## src/hdl/pbpa_ram.sv

```systemverilog
// ----------------------------------------------------------------------------
// pbpa_ram
// generic single-port ram with registered read
// ----------------------------------------------------------------------------
module pbpa_ram #(
  parameter int WIDTH = 32,
  parameter int DEPTH = 16
) (
  input  logic                     clk,
  input  logic                     we,
  input  logic [$clog2(DEPTH)-1:0] addr,
  input  logic [WIDTH-1:0]         wdata,
  output logic [WIDTH-1:0]         rdata
);

  logic [WIDTH-1:0] mem [DEPTH];

  always_ff @(posedge clk) begin
    if (we) begin
      mem[addr] <= wdata;
    end
    rdata <= mem[addr];
  end

endmodule

```

## config.mk

```make
export PLATFORM = sky130hd
export DESIGN_NAME = pbpa_ram
export DESIGN_NICKNAME = d
export VERILOG_FILES = /design/src/hdl/pbpa_ram.sv
export SDC_FILE = /design/constraint.sdc
export NUM_CORES = 1
export LEC_CHECK = 0
export ABC_AREA = 1
export BUFFER_PORTS_ARGS = -buffer_cell sky130_fd_sc_hd__buf_2
export CAP_MARGIN = 10
export CORE_ASPECT_RATIO = 1.1
export CORE_MARGIN = 2
export CORE_UTILIZATION = 65
export DETAILED_ROUTE_END_ITERATION = 8
export PLACE_DENSITY = 0.83
export SKIP_LAST_GASP = 1
export SLEW_MARGIN = 10
export SYNTH_ARGS = -nofsm -noshare
export SYNTH_HDL_FRONTEND = slang
export SYNTH_SLANG_ARGS = --single-unit
```

## constraint.sdc

```tcl
create_clock -name clk -period 9.4 [get_ports clk]
set_clock_uncertainty 0.05 [all_clocks]
set_input_delay 1.41 -clock clk [delete_from_list [all_inputs] [get_ports clk]]
set_output_delay 1.41 -clock clk [all_outputs]
set_load 0.005 [all_outputs]
```

==> qor_table.md <==
| Metric | This run | Unit |
| --- | --- | --- |
| Cell area after layout | 0.0242 | sq mm |
| Number of antenna violations at the first check in global routing | 1 | - |
| Maximum number of buffers from clock root to sink | 3 | - |
| CTS tree | done | - |
| Pin count of the biggest net entering global routing | 108 | - |
| Area of the mapped netlist | 0.0222 | sq mm |
| Most common library cell in the layout ignoring fill and taps | nand2_1 | - |
| Global-route wire length before repair | 77,100 | um |
| Instance count of the mapped netlist | 2,113 | - |
| Max incr delay on CP | 1.12 | ns |
| Cell Chain, Critical Path | buf_6 > inv_6 > nand3_1 > nor2_4 | - |
| Highest-count cells in the layout ignoring fill and taps | nand2_1, edfxtp_1, inv_1 | - |
| Die height | 198 | um |
| Number of I/O pins | 70 | - |
| Total of endpoints with negative setup slack in the final report | 0 | - |
| Leading area contributor after synthesis | edfxtp_1 | - |
| Router iterations before antenna repair | 6 | - |
| Final Slew Violations | 0 | - |
| Number of sinks handled by clock tree synthesis | 544 | - |
| Global-route congestion overflow total | 0 | - |
| Total cell area at the placement stage | 0.0227 | sq mm |
| Sequential fraction of the synthesis area | 72.1 | % |
| Portion of the clock cycle consumed by the worst path in the final layout | 43.6 | % |
| Post-route minimum period | 4.10 | ns |
| Routability Congestion | 0.806 | - |
| Unique cell type count in the Yosys netlist | 13 | - |
| Largest fanout on the critical path | 107 | - |
| Mapped Nets | 2,151 | - |
| Max-capacitance violation count | 0 | - |
| Fraction of the core area covered by cells at the end of the flow | 71.5 | % |
| Final-report hold violation count | 0 | - |
| Number of cells upsized or downsized after cts | 0 | - |
| Mean instance size in the synthesized netlist | 10.5 | sq um |
| Synthesized flop and latch total | 544 | - |
| Critical path type | primary input to register | - |
| Total number of vias | 14.6k | - |
| Area fraction of the dominant cell type after synthesis | 69.2 | % |
| Detailed-placement wirelength estimate | 26,200 | um |
| Violation count after the first detailed-routing iteration | 1,812 | - |
| Routed Wire Length | 49,800 | um |
| Floorplan Core Area | 0.0339 | sq mm |
| Total global routing track utilization | 28.1 | % |
| Multi-input gate area | 0.00540 | sq mm |
| Register cell area after layout | 0.0160 | sq mm |
| Avg WL per Cell | 18.9 | um |
| VDD IR max | 0.164 | mV |
| Path type of the worst min-delay path | register to register | - |
| H-tree depth | 2 | - |
| Cell types with the largest area share after synthesis | edfxtp_1, nand2_1, dfxtp_1, inv_1, buf_6 | - |
| Layout Nets | 2,189 | - |
| Type of element capturing the critical path | register | - |
| Die span in x | 180 | um |
| Critical path data arrival time | 4.22 | ns |
| CP startpoint kind | primary input | - |
| Setup repair after global routing missed its margin | false | - |
| Synth-to-Final Area Change | 9.16 | % |
| Status | finished, final reports clean | - |
| Max frequency | 244 | MHz |
| Layout filler cell count | 2,189 | - |
| Worst-path clk slew | 0.06 | ns |
| Share of final-layout standard cells stronger than drive strength 1 | 7.67 | % |
| Ys Warns | 0 | - |
| Total power divided by cell area | 205 | mW/mm^2 |
| Slowest stage cell, crit path | nor2_4 | - |
| Final setup TNS | 0 | ns |
| Required time of the critical path | 9.52 | ns |
| Number of port buffers | 69 | - |
| TritonCTS buffer count | 51 | - |
| Final routed DRC violation total | 0 | - |
| Number of global-route vias before repair | 14.4k | - |
| Post-route ant nets | 0 | - |
| Total setup buffers inserted after CTS | 0 | - |
| Skew-Pair Late Insertion Delay | 0.57 | ns |
| Initial standard-cell utilization of the core | 65.5 | % |
| Post-CTS Hold Buffers | 0 | - |
| Number of core rows | 71 | - |
| Routed via count divided by cell count | 5.57 | - |
| Worst-Margin Slew | 1.26 | ns |
| Slew margin rel. | 15.5 | % |
| Leak Pwr | 10.3 | nW |
| Overall die area | 0.0357 | sq mm |
| Root buffer cell | clkbuf_16 | - |
## through the flow
stage	power (mW)	hold slack [ns]	instances	worst slack, ns
final	4.96	0.652	2628	5.30
after global routing	5.11	0.709	2628	5.30
after CTS	4.97	0.661	2626	5.43
after detailed placement	3.08	0.645	2535	4.87
after global placement	3.07	0.628	2535	5.00
after floorplan	2.97	0.593	2113	5.45
## registers in the layout, summed over array words and instances (netlist names)
name   cells
mem      512
rdata     32
## metal layers
layer / vias to the layer above / global-route usage [%] / part of all wire [%]
li1: 6841 / - / -
met1: 6877 / 37.9 / 39
met2: 803 / 46.4 / 48
met3: 124 / 4.76 / 10
met4: 0 / 11.4 / 3.2
met5: - / 0 / 0
## synth_stat cells
cell,number
buf_8,1
dfxtp_1,32
edfxtp_1,512
clkbuf_1,10
buf_2,41
inv_6,1
nand3_1,4
nor2_1,18
buf_4,17
buf_6,23
nand2_1,1378
inv_1,70
buf_1,6
## worst max-delay path, delay by kind of cell
family	cells	cell delay, ns
buffers and inverters	2	0.91
and+or+nand+nor	2	1.70
## power by group
group          internal [mW]  total [mW]  leakage (nW)  switching, mW
Combinational         0.0791       0.311          4.64          0.231
Clock                   1.09        1.93         0.760          0.841
Sequential              2.71        2.73          4.89         0.0144
Total                   3.88        4.96          10.3           1.09
## final cells by class
type                    instances  share of cell area [%]
clock buffers                  66                    5.71
multi-input cells            1400                    22.2
diodes                          1                  0.0103
well taps                     438                    2.26
inverters                      71                    1.13
clock inverters                25                   0.650
flip-flops and latches        544                    66.0
repair buffers                 83                    1.95
## cells by family after synthesis
| kind of cell | after synthesis | synth area share (%) |
|---|---|---|
| flops | 544 | 72.1 |
| buf+inv | 169 | 4.22 |
| simple gates | 1400 | 23.7 |
## path summary, 6_finish.rpt
check              startpoint    endpoint  slack (ns)  cells past startpoint
hold / removal      mem[8][6]    rdata[6]        0.65                      8
hold reg to reg     mem[8][6]    rdata[6]        0.65                      8
setup reg to reg  mem[10][30]   rdata[30]        8.20                      8
setup / recovery      addr[0]  mem[14][9]        5.30                      4
Note: power is estimated with default switching activity, not from simulation.
