[src/hdl/pbpa_pkg.sv]
// ----------------------------------------------------------------------------
// pbpa_pkg
// shared constants and types of the power-of-two bucket pool allocator
// ----------------------------------------------------------------------------
package pbpa_pkg;

  // pool geometry
  localparam int MIN_EXPONENT = 16;
  localparam int NUM_BUCKETS  = 17;
  localparam int STACK_DEPTH  = 16;
  localparam int RAM_DEPTH    = NUM_BUCKETS * STACK_DEPTH;
  localparam int ADDR_W       = $clog2(RAM_DEPTH);
  localparam int CNT_W        = $clog2(STACK_DEPTH + 1);
  localparam int IDX_W        = $clog2(NUM_BUCKETS);

  // field widths
  localparam int SIZE_W  = 32;
  localparam int WIDTH_W = 33;
  localparam int ID_W    = 32;
  localparam int SEL_W   = 2;

  // exponent and normalize loop
  localparam int EXP_W      = 6;
  localparam int LZ_W       = 5;
  localparam int NORM_STEPS = 5;
  localparam int STEP_W     = 3;
  localparam int SH_W       = 5;

  // operation codes
  localparam logic OP_ALLOC = 1'b0;
  localparam logic OP_FREE  = 1'b1;

  // rounding select codes
  localparam logic [SEL_W-1:0] SEL_REG = 2'd0;
  localparam logic [SEL_W-1:0] SEL_OFF = 2'd1;
  localparam logic [SEL_W-1:0] SEL_ON  = 2'd2;

  // status from the normalize unit
  typedef struct packed {
    logic             done;
    logic [EXP_W-1:0] bitlen;
  } norm_res_t;

endpackage

[src/hdl/pbpa_norm.sv]
// ----------------------------------------------------------------------------
// pbpa_norm
// iterative bit-length unit: one compare-and-shift step per cycle
// ----------------------------------------------------------------------------
module pbpa_norm import pbpa_pkg::*; (
  input  logic              clk,
  input  logic              rst,
  input  logic              start,
  input  logic [SIZE_W-1:0] value,
  output norm_res_t         res
);

  logic [SIZE_W-1:0] x;
  logic [LZ_W-1:0]   lz;
  logic [STEP_W-1:0] step;
  logic              busy;
  logic              done;
  logic              zero;
  logic [SH_W-1:0]   sh;
  logic              top_clear;

  // shift amount halves each step: 16, 8, 4, 2, 1
  assign sh        = SH_W'(SIZE_W / 2) >> step;
  assign top_clear = (x & ~({SIZE_W{1'b1}} >> sh)) == '0;

  always_ff @(posedge clk) begin
    if (rst) begin
      busy <= 1'b0;
      done <= 1'b0;
      step <= '0;
    end else begin
      done <= 1'b0;
      if (start) begin
        busy <= 1'b1;
        step <= '0;
      end else if (busy) begin
        if (step == STEP_W'(NORM_STEPS - 1)) begin
          busy <= 1'b0;
          done <= 1'b1;
        end
        step <= step + 1'b1;
      end
    end
  end

  always_ff @(posedge clk) begin
    if (start) begin
      x    <= value;
      lz   <= '0;
      zero <= (value == '0);
    end else if (busy && top_clear) begin
      x  <= x << sh;
      lz <= lz + LZ_W'(sh);
    end
  end

  assign res.done   = done;
  assign res.bitlen = zero ? '0 : EXP_W'(SIZE_W) - EXP_W'(lz);

endmodule
[config.mk]
export PLATFORM = sky130hd
export DESIGN_NAME = pbpa_norm
export DESIGN_NICKNAME = d
export VERILOG_FILES = /design/src/hdl/pbpa_pkg.sv /design/src/hdl/pbpa_norm.sv
export SDC_FILE = /design/constraint.sdc
export NUM_CORES = 1
export LEC_CHECK = 0
export BUFFER_PORTS_ARGS = -buffer_cell sky130_fd_sc_hd__clkbuf_2
export CAP_MARGIN = 20
export CORE_MARGIN = 2
export CORE_UTILIZATION = 45
export CTS_BUF_LIST = sky130_fd_sc_hd__clkbuf_8
export DETAILED_ROUTE_END_ITERATION = 12
export PLACE_DENSITY = 0.74
export SETUP_SLACK_MARGIN = 0.2
export SLEW_MARGIN = 20
export SYNTH_ARGS = -nofsm -noshare
export SYNTH_HDL_FRONTEND = slang
export SYNTH_SLANG_ARGS = --single-unit
[constraint.sdc]
create_clock -name clk -period 8.1 [get_ports clk]
set_clock_uncertainty 0.05 [all_clocks]
set_input_delay 0.81 -clock clk [delete_from_list [all_inputs] [get_ports clk]]
set_output_delay 0.81 -clock clk [all_outputs]
set_load 0.01 [all_outputs]
==> results of run 1 <==
==> worst min-delay path, stage by stage (launching register included) <==
cell,delay [ns]
dfxtp_1,0.35
o21ai_0,0.08
a21oi_1,0.06
==> per-layer routing <==
| layer | up-vias | routed length, um | track usage (%) |
|---|---|---|---|
| li1 | 1853 | - | - |
| met1 | 1956 | 5570 | 36.5 |
| met2 | 276 | 6050 | 40.9 |
| met3 | 38 | 1260 | 4.00 |
| met4 | 0 | 443 | 9.46 |
| met5 | - | 0 | 0 |
==> per-stage QoR <==
stage / hold slack [ns] / total power [W]
global route: 0.557 / 0.000610
global placement: 0.472 / 0.000440
CTS: 0.479 / 0.000583
floorplan: 0.435 / 0.000390
finish: 0.486 / 0.000592
detailed placement: 0.464 / 0.000442
==> flip-flops by register name (all words and copies together), names as in the netlist <==
register / flops
step: 3
lz: 5
done: 1
x: 32
zero: 1
busy: 1
==> cells in the final DEF (no fill, tap or decap), types with 8 or more instances in the layout <==
| cell type | Yosys | routed |
|---|---|---|
| nor4_1 | 9 | 9 |
| clkbuf_2 | 0 | 41 |
| a21oi_1 | 34 | 34 |
| nor3_1 | 11 | 11 |
| nand3_1 | 9 | 9 |
| dfxtp_1 | 10 | 9 |
| o21ai_0 | 21 | 20 |
| a211oi_1 | 13 | 13 |
| nor2_1 | 37 | 37 |
| nand2_1 | 36 | 36 |
| edfxtp_1 | 33 | 33 |
| inv_1 | 12 | 12 |
| a22o_1 | 8 | 8 |
| mux2i_1 | 58 | 58 |
| ha_1 | 10 | 10 |
==> worst paths after layout <==
path / slack, ns / startpoint / cells past startpoint / to
setup / recovery: 3.86 / step[2] / 9 / x[20]
hold / removal: 0.49 / lz[0] / 2 / lz[0]
hold reg to reg: 0.49 / lz[0] / 2 / lz[0]
setup reg to reg: 3.86 / step[2] / 9 / x[20]
==> area by class of cell <==
type / count / area, um2 / share of cell area, %
inverter: 16 / 62.6 / 1.39
clock inverter: 3 / 20.0 / 0.445
clock buffer: 5 / 68.8 / 1.53
timing repair buffer: 46 / 243 / 5.39
sequential: 43 / 1190 / 26.5
multi-input combinational: 375 / 2780 / 61.7
tap: 111 / 139 / 3.09
==> Yosys cell counts, types with 5 or more instances <==
library cell  number
mux2i_1           58
nor2_1            37
nand2_1           36
a21oi_1           34
edfxtp_1          33
o21ai_0           21
a211oi_1          13
inv_1             12
buf_2             11
buf_4             11
nor3_1            11
clkbuf_1          10
dfxtp_1           10
ha_1              10
nand3_1            9
nor4_1             9
a22o_1             8
mux4_2             7
o31ai_1            7
mux2_2             6
nor2b_1            6
nand4_1            5
==> kinds of logic after synthesis <==
logic type,Yosys count,synth area share [%]
flops,43,28.0
compound gates,145,24.9
buf+inv,54,6.83
fa+ha+maj,11,3.18
simple gates,140,16.4
mux,72,19.2
xor+xnor,7,1.44
==> power breakdown <==
| part | internal (W) | switching [W] | leakage [nW] |
|---|---|---|---|
| clock network | 0.0000604 | 0.0000871 | 0.0418 |
| registers | 0.000256 | 0.0000262 | 0.410 |
| logic | 0.0000646 | 0.0000974 | 1.30 |
| total | 0.000381 | 0.000211 | 1.75 |
==> qor.txt, run 1 <==
Post-synthesis cell type with the largest combined area: edfxtp_1
Count of input and output buffers: 41
Least-Margin Pin Slew: 0.992 ns
Final number of max-transition violations: 0
Die span in y: 101 um
Placement row count: 35
Number of storage elements in the synthesis netlist: 43
GR Overflow Total: 0
Post-route antenna net violation count: 0
Final weighted congestion in routability-driven placement: 1.01
Largest voltage drop on the vdd net: 0.0970 mV
Number of library cell types mapped by synthesis: 78
Post-layout instance count excluding filler cells: 599
Cts hold-fix bufs: 0
Final Critical Period: 4.24 ns
Largest cells by area after synthesis: edfxtp_1 23%, mux2i_1 14%, dfxtp_1 4.7%
Synth-to-Final Area Change: 5.83%
Clock latency on the worst-skew pair: 0.32 ns
CTS tree: yes
Final-layout setup total negative slack: 0 ns
Syn Inst Count: 472
Number of flops mapped to enable cells by yosys: 33
Async S/R FF share, synth: 0%
Via count of the first global-routing pass: 3742
Antenna violations before repair: 0
Routed via count divided by cell count: 6.88
Final setup violating endpoints: 0
Number of antenna repair diodes: 0
Sequential element share of the synthesized area: 28.0%
Data arrival time of the critical path: 4.16 ns
Sort of element at the end of the critical path: flop
Number of sinks handled by clock tree synthesis: 43
Worst-path cell chain: inv_1 > ha_1 > buf_4 > inv_2 > o22ai_2 > a2111oi_4 > nand3_1 > o21ai_2 > buf_4
Unrepaired setup endpoints after global routing: no
Startpoint class of the critical path: flop
Number of buffers inserted by post-CTS setup repair: 0
Fraction of final layout cells with drive strength greater than 1: 17.4%
Half-perimeter wire length of the detailed placement result: 9770 um
Post-layout net count: 532
Initial DRC Count: 549
Placeable core region: 0.00920 mm2
Post-DP Area: 0.00441 mm2
Fin. Hold Viols: 0
Initial Utilization: 46.2%
Reg clk slew, reported paths: 0.10 ns
Stage delay of the slowest cell on the critical path: 0.99 ns
Residual DRC: 0
Final design area excluding fillers: 0.00450 mm2
Category of cells accounting for the largest share of critical-path delay: buffers and inverters
Warning count from the yosys run: 0
Crit path buf inv count: 4
Synthesized area per cell: 9.01 um2
Max-cap violations: 0
Crit path top cell by count: buf_4
Vias after detailed routing: 4123
Largest fanout on the critical path: 49
Class of the worst hold path: reg -> reg
Total wire length: 13300 um
Worst Setup Slack post-DPL: 3.99 ns
Power per cell area: 131 mW/mm2
Mapped cell area: 0.00425 mm2
Net count after synthesis: 517
Cells resized by post-CTS repair: 0
CTS Root Cell: clkbuf_8
Worst path slowest cell: dfxtp_2
Category of the most critical setup path: reg -> reg
Number of buffers created by CTS: 5
Highest clock frequency the design can meet: 0.236 GHz
Final core utilization: 48.9%
Die area: 0.0102 mm2
Maximum number of pins on one net before global-route repair: 51
Crit share post-route: 52.3%
Max clock buf depth: 2
IO Count: 42
Worst slew margin relative to its limit: 33.9%
Area share of the largest cell type after synthesis: 23.3%
PnR worst setup slack: 3.86 ns
Worst EP required: 8.02 ns
Overall track demand over capacity in global routing: 26.0%
Outcome: finished clean
Die X-Extent: 101 um
Leak Pwr: 1.75 nW
Global-route wire length before repair: 20500 um
Post-synth top flop: edfxtp_1
Count of filler cells inserted in the layout: 907
First drt pass iteration count: 5
Detailed-route wire length per cell: 22.2 um
Number of placed instances with taps included: 591
Depth of the CTS H-tree: 2
No activity file was read; power rests on OpenSTA's default activity.
==> run 2, diff against run 1 <==
--- a/config.mk
+++ b/config.mk
@@ -11,7 +11,7 @@
 export CORE_UTILIZATION = 45
 export CTS_BUF_LIST = sky130_fd_sc_hd__clkbuf_8
 export DETAILED_ROUTE_END_ITERATION = 12
-export PLACE_DENSITY = 0.74
+export PLACE_DENSITY = 0.77
 export SETUP_SLACK_MARGIN = 0.2
 export SLEW_MARGIN = 20
 export SYNTH_ARGS = -nofsm -noshare
==> constraint.sdc (replaced) <==
create_clock -name clk -period 3.6 [get_ports clk]
set_clock_uncertainty 0.05 [all_clocks]
set_input_delay 0.36 -clock clk [delete_from_list [all_inputs] [get_ports clk]]
set_output_delay 0.36 -clock clk [all_outputs]
set_load 0.01 [all_outputs]
==> run 2 against run 1 <==
  * Via count increased by 4.3%
  * Sequential share of layout area down 0.79 points
  * Combinational power rose by 140%
  * Design area increased by 3.1%
  * Die area unchanged
  * Utilization is 1.5 points higher
  * Non-clock buffer count up 12
  * Largest power group unchanged
==> qor.txt, run 2 (synthesized netlist as in run 1, its figures left out) <==
CTS tree: yes
Number of antenna repair diodes: 0
Most flops, register: x
Die X-Extent: 101 um
Antenna violations before repair: 0
Hold Path Origin: rst
Worst slew margin relative to its limit: 41.4%
Post-route antenna net violation count: 0
Length in cells of the worst reg-to-reg path: 8
Combinational Power Share: 27.2%
Most common cell after layout, fill and taps aside: mux2i_1
Synth-to-Final Area Change: 9.09%
Flop-to-flop setup slack: 0.36 ns
Worst EP required: 3.51 ns
First drt pass iteration count: 7
Reported net switching power: 0.000491 W
Via count of the first global-routing pass: 4110
Initial DRC Count: 553
Count of input and output buffers: 41
Global-route wire length before repair: 23100 um
Largest voltage drop on the vdd net: 0.179 mV
Switching share of power: 34.4%
Post-DP Area: 0.00452 mm2
Internal portion of total power: 0.000937 W
Overall track demand over capacity in global routing: 29.5%
First element of the critical path: step[0]
CTS Root Cell: clkbuf_8
Crit path top cell by count: ha_1
Residual DRC: 0
Post-layout net count: 544
Max-cap violations: 0
IO Count: 42
Half-perimeter wire length of the detailed placement result: 10900 um
Sequential share of power: 44.1%
Clock group share of total power: 28.7%
Outcome: finished clean
GR Overflow Total: 0
Final core utilization: 50.4%
Largest fanout on the critical path: 15
Clock latency on the worst-skew pair: 0.31 ns
Final weighted congestion in routability-driven placement: 1.01
Worst-path cell chain: ha_1 > ha_1 > buf_4 > inv_2 > o22ai_2 > a2111oi_4 > nand3_1 > o31ai_1
Routed via count divided by cell count: 7.04
Worst path slowest cell: o31ai_1
Placement row count: 35
Class of the worst hold path: in -> reg
Die span in y: 101 um
Number of buffers created by CTS: 5
Unrepaired setup endpoints after global routing: no
Number of placed instances with taps included: 603
Crit share post-route: 89.9%
Final setup violating endpoints: 0
Vias after detailed routing: 4301
Cts hold-fix bufs: 0
Fin. Hold Viols: 0
Post-layout instance count excluding filler cells: 611
Leak Pwr: 1.82 nW
Highest clock frequency the design can meet: 0.309 GHz
Capture instance of the worst register-to-register path: x[31]
Total wire length: 14700 um
Flip-flop count of the largest register after layout: 32
Maximum number of pins on one net before global-route repair: 49
Final-layout setup total negative slack: 0 ns
Least-Margin Pin Slew: 0.876 ns
Initial Utilization: 46.2%
Fraction of final layout cells with drive strength greater than 1: 19.8%
Detailed-route wire length per cell: 24.0 um
Die area: 0.0102 mm2
Number of sinks handled by clock tree synthesis: 43
Most frequent cells in the layout: 58 x mux2i_1, 41 x clkbuf_2, 37 x nor2_1
Depth of the CTS H-tree: 2
RR Startpoint: step[0]
Registers with the highest flip-flop counts: x (32), lz (5), step (3)
Startpoint class of the critical path: flop
Final design area excluding fillers: 0.00464 mm2
Power per cell area: 308 mW/mm2
Final Critical Period: 3.24 ns
Data arrival time of the critical path: 3.14 ns
Reg clk slew, reported paths: 0.10 ns
Sort of element at the end of the critical path: flop
Stage delay of the slowest cell on the critical path: 0.55 ns
Category of the most critical setup path: reg -> reg
Max clock buf depth: 2
Hold Path End: busy
Final number of max-transition violations: 0
Placeable core region: 0.00920 mm2
Hold Path Cell Cnt: 2
run 2: cell types whose count changed in the layout (fill, tap and decap cells not counted), sizes merged:
| cell | before | now |
|---|---|---|
| clkinv | 4 | 3 |
| bufinv | 0 | 1 |
| buf | 5 | 17 |
run 2: worst max-delay path: cells and delay by family, from the launching register on:
| kind | cells | cell delay (ns) |
|---|---|---|
| AND/OR/NAND/NOR | 1 | 0.35 |
| flip-flops | 1 | 0.36 |
| adder cells (fa/ha/maj) | 2 | 0.66 |
| AO/OA/AOI/OAI | 3 | 1.10 |
| buffers and inverters | 2 | 0.37 |
run 2: worst max path at each step:
stage / end / slack [ns] / cells past startpoint
after floorplan: x[0] / 0.42 / 10
after global placement: x[30] / 0.43 / 7
after detailed placement: x[30] / 0.39 / 7
after CTS: x[31] / 0.35 / 7
after global routing: x[31] / 0.23 / 8
final: x[31] / 0.36 / 8
run 2: final cells by class:
cell class                 count  area [um2]
clock inverter                 3        42.5
inverter                      16        66.3
timing repair buffer          58         345
tap                          111         139
clock buffer                   5        68.8
sequential                    43        1190
fill                         850        4560
multi-input combinational    375        2790
run 2: timing repair:
action	in CTS	in global routing
resized for setup	0	2
setup buffers	0	0
setup endpoints to repair	0	3
run 2: power groups by stage:
stage	registers, W	clock network, W	logic (W)
after floorplan	0.000612	0	0.000267
after global placement	0.000637	0	0.000372
after detailed placement	0.000637	0	0.000376
after CTS	0.000626	0.000410	0.000379
after global routing	0.000633	0.000426	0.000416
final	0.000630	0.000409	0.000388
run 2: per-layer routing:
metal / GRT usage [%] / routed length (um) / vias to the layer above
met3: 5.11 / 1710 / 61
li1: - / - / 1884
met4: 13.5 / 685 / 0
met1: 40.0 / 5760 / 1998
met2: 46.1 / 6500 / 358
met5: 0 / 0 / -
run 2: metrics by stage:
step | hold WS [ns] | total power [W] | setup slack, ns
finish | 0.227 | 0.00143 | 0.364
floorplan | 0.382 | 0.000878 | 0.418
CTS | 0.235 | 0.00141 | 0.351
global route | 0.255 | 0.00147 | 0.227
global placement | 0.478 | 0.00101 | 0.430
detailed placement | 0.490 | 0.00101 | 0.386
==> run 3, diff against run 2 <==
--- a/config.mk
+++ b/config.mk
@@ -7,11 +7,11 @@
 export LEC_CHECK = 0
 export BUFFER_PORTS_ARGS = -buffer_cell sky130_fd_sc_hd__clkbuf_2
 export CAP_MARGIN = 20
-export CORE_MARGIN = 2
+export CORE_MARGIN = 4
 export CORE_UTILIZATION = 45
 export CTS_BUF_LIST = sky130_fd_sc_hd__clkbuf_8
 export DETAILED_ROUTE_END_ITERATION = 12
-export PLACE_DENSITY = 0.77
+export PLACE_DENSITY = 0.74
 export SETUP_SLACK_MARGIN = 0.2
 export SLEW_MARGIN = 20
 export SYNTH_ARGS = -nofsm -noshare
==> constraint.sdc (replaced) <==
create_clock -name clk -period 4 [get_ports clk]
set_clock_uncertainty 0.05 [all_clocks]
set_input_delay 0.4 -clock clk [delete_from_list [all_inputs] [get_ports clk]]
set_output_delay 0.4 -clock clk [all_outputs]
set_load 0.01 [all_outputs]
==> run 3 against run 2 <==
  * Sequential share of layout area is 0.22 points higher
  * Utilization is 0.66 points lower
  * Sequential power is 9.7% lower
  * Non-clock buffer count is 4 lower
  * Combinational power is 12% lower
  * Count of clock-buffer cells in the layout stayed put
  * Die area is 8.1% higher
  * Design area is 0.84% lower
  * Via count is 0.56% lower
  * Flip-flop and latch count stayed put
  * Cell count is 2.1% higher
  * Largest power group unchanged
==> qor.txt, run 3 (synthesized netlist as in run 1, its figures left out) <==
Data arrival time of the critical path: 3.39 ns
Global-route layer with the greatest usage: met2
Antenna violations before repair: 0
GR Overflow Total: 0
Number of buffers created by CTS: 5
Die area: 0.0111 mm2
First drt pass iteration count: 7
Global routing usage on met3: 4.53%
Placeable core region: 0.00924 mm2
PnR worst setup slack: 0.608 ns
Max clock buf depth: 2
Registers with the highest flip-flop counts: x (32), lz (5), step (3)
Placement row count: 35
Outcome: finished clean
Number of sinks handled by clock tree synthesis: 43
Reg clk slew, reported paths: 0.08 ns
CTS tree: yes
Final weighted congestion in routability-driven placement: 1.00
Flip-flop count of the largest register after layout: 32
Worst EP required: 4.00 ns
Depth of the CTS H-tree: 2
Fin. Hold Viols: 0
Post-route antenna net violation count: 0
Most frequent cells in the layout: 58 x mux2i_1, 41 x clkbuf_2, 37 x nor2_1
Via count of the first global-routing pass: 4019
Initial DRC Count: 677
Max-cap violations: 0
Unrepaired setup endpoints after global routing: no
Power per cell area: 273 mW/mm2
Maximum number of pins on one net before global-route repair: 37
Number of placed instances with taps included: 617
Total wire length: 14200 um
Global-route wire length before repair: 22100 um
Vias after detailed routing: 4277
Die span in y: 105 um
Die X-Extent: 105 um
Worst slew margin relative to its limit: 42.7%
Crit share post-route: 84.8%
Highest clock frequency the design can meet: 0.295 GHz
Met2 track demand over resource in global routing: 40.8%
Worst Setup Slack post-DPL: 0.749 ns
Residual DRC: 0
IO Count: 42
Count of input and output buffers: 41
Post-layout net count: 540
Detailed-route wire length per cell: 22.8 um
Largest fanout on the critical path: 17
Category of the most critical setup path: reg -> reg
Least-Margin Pin Slew: 0.858 ns
Initial Utilization: 46.0%
Half-perimeter wire length of the detailed placement result: 10800 um
Leak Pwr: 1.80 nW
Post-layout instance count excluding filler cells: 624
Routed via count divided by cell count: 6.85
Cells resized by post-CTS repair: 0
Number of buffers inserted by post-CTS setup repair: 0
Clock latency on the worst-skew pair: 0.31 ns
Routing usage on met1: 33.4%
Largest voltage drop on the vdd net: 0.218 mV
Overall track demand over capacity in global routing: 25.3%
Final setup violating endpoints: 0
Fraction of final layout cells with drive strength greater than 1: 18.8%
Number of antenna repair diodes: 0
Final number of max-transition violations: 0
Final Critical Period: 3.39 ns
Synth-to-Final Area Change: 8.18%
Sort of element at the end of the critical path: flop
Final-layout setup total negative slack: 0 ns
Class of the worst hold path: in -> reg
Startpoint class of the critical path: flop
Most common cell after layout, fill and taps aside: mux2i_1
Most flops, register: x
CTS Root Cell: clkbuf_8
Final Hold Slack: 0.265 ns
Count of filler cells inserted in the layout: 868
Cts hold-fix bufs: 0
==> run 3: worst paths after layout <==
check / slack [ns] / startpoint / depth (start not counted) / to
min: 0.27 / rst / 2 / busy
min reg2reg: 0.48 / lz[0] / 2 / lz[0]
max: 0.61 / step[0] / 7 / x[30]
max reg2reg: 0.61 / step[0] / 7 / x[30]
==> run 3: critical path: stages, from the launching register on <==
cell,delay [ns]
dfxtp_1,0.36
inv_1,0.09
ha_1,0.57
nor2b_1,0.77
mux4_2,0.44
mux2i_1,0.24
mux2i_1,0.20
a221o_1,0.41
==> run 3: layout make-up <==
type	instances	area (um2)	area share [%]
tap	129	161	3.51
multi-input combinational	375	2780	60.3
inverter	16	62.6	1.36
timing repair buffer	54	303	6.58
sequential	43	1190	25.9
clock inverter	2	37.5	0.816
clock buffer	5	68.8	1.50
==> run 3: metal layers <==
metal	wire length, um	part of all wire [%]
met1	5550	39
met3	1500	11
met2	6540	46
met5	0	0
met4	620	4.4
==> run 3: metrics by stage <==
| step | util (%) | total power (W) | instance area [um2] |
|---|---|---|---|
| 2_1_floorplan | - | 0.000790 | 4260 |
| 3_3_place_gp | 48.6 | 0.000901 | 4490 |
| 3_5_place_dp | 48.6 | 0.000904 | 4490 |
| 4_1_cts | 49.8 | 0.00124 | 4600 |
| 5_1_grt | 49.8 | 0.00129 | 4600 |
| 6_report | 49.8 | 0.00126 | 4600 |
==> run 3: power by group <==
group	total (W)	leakage, nW	switching, W	internal [W]
combinational	0.000341	1.34	0.000207	0.000134
clock	0.000346	0.0502	0.000164	0.000183
sequential	0.000569	0.410	0.0000506	0.000518
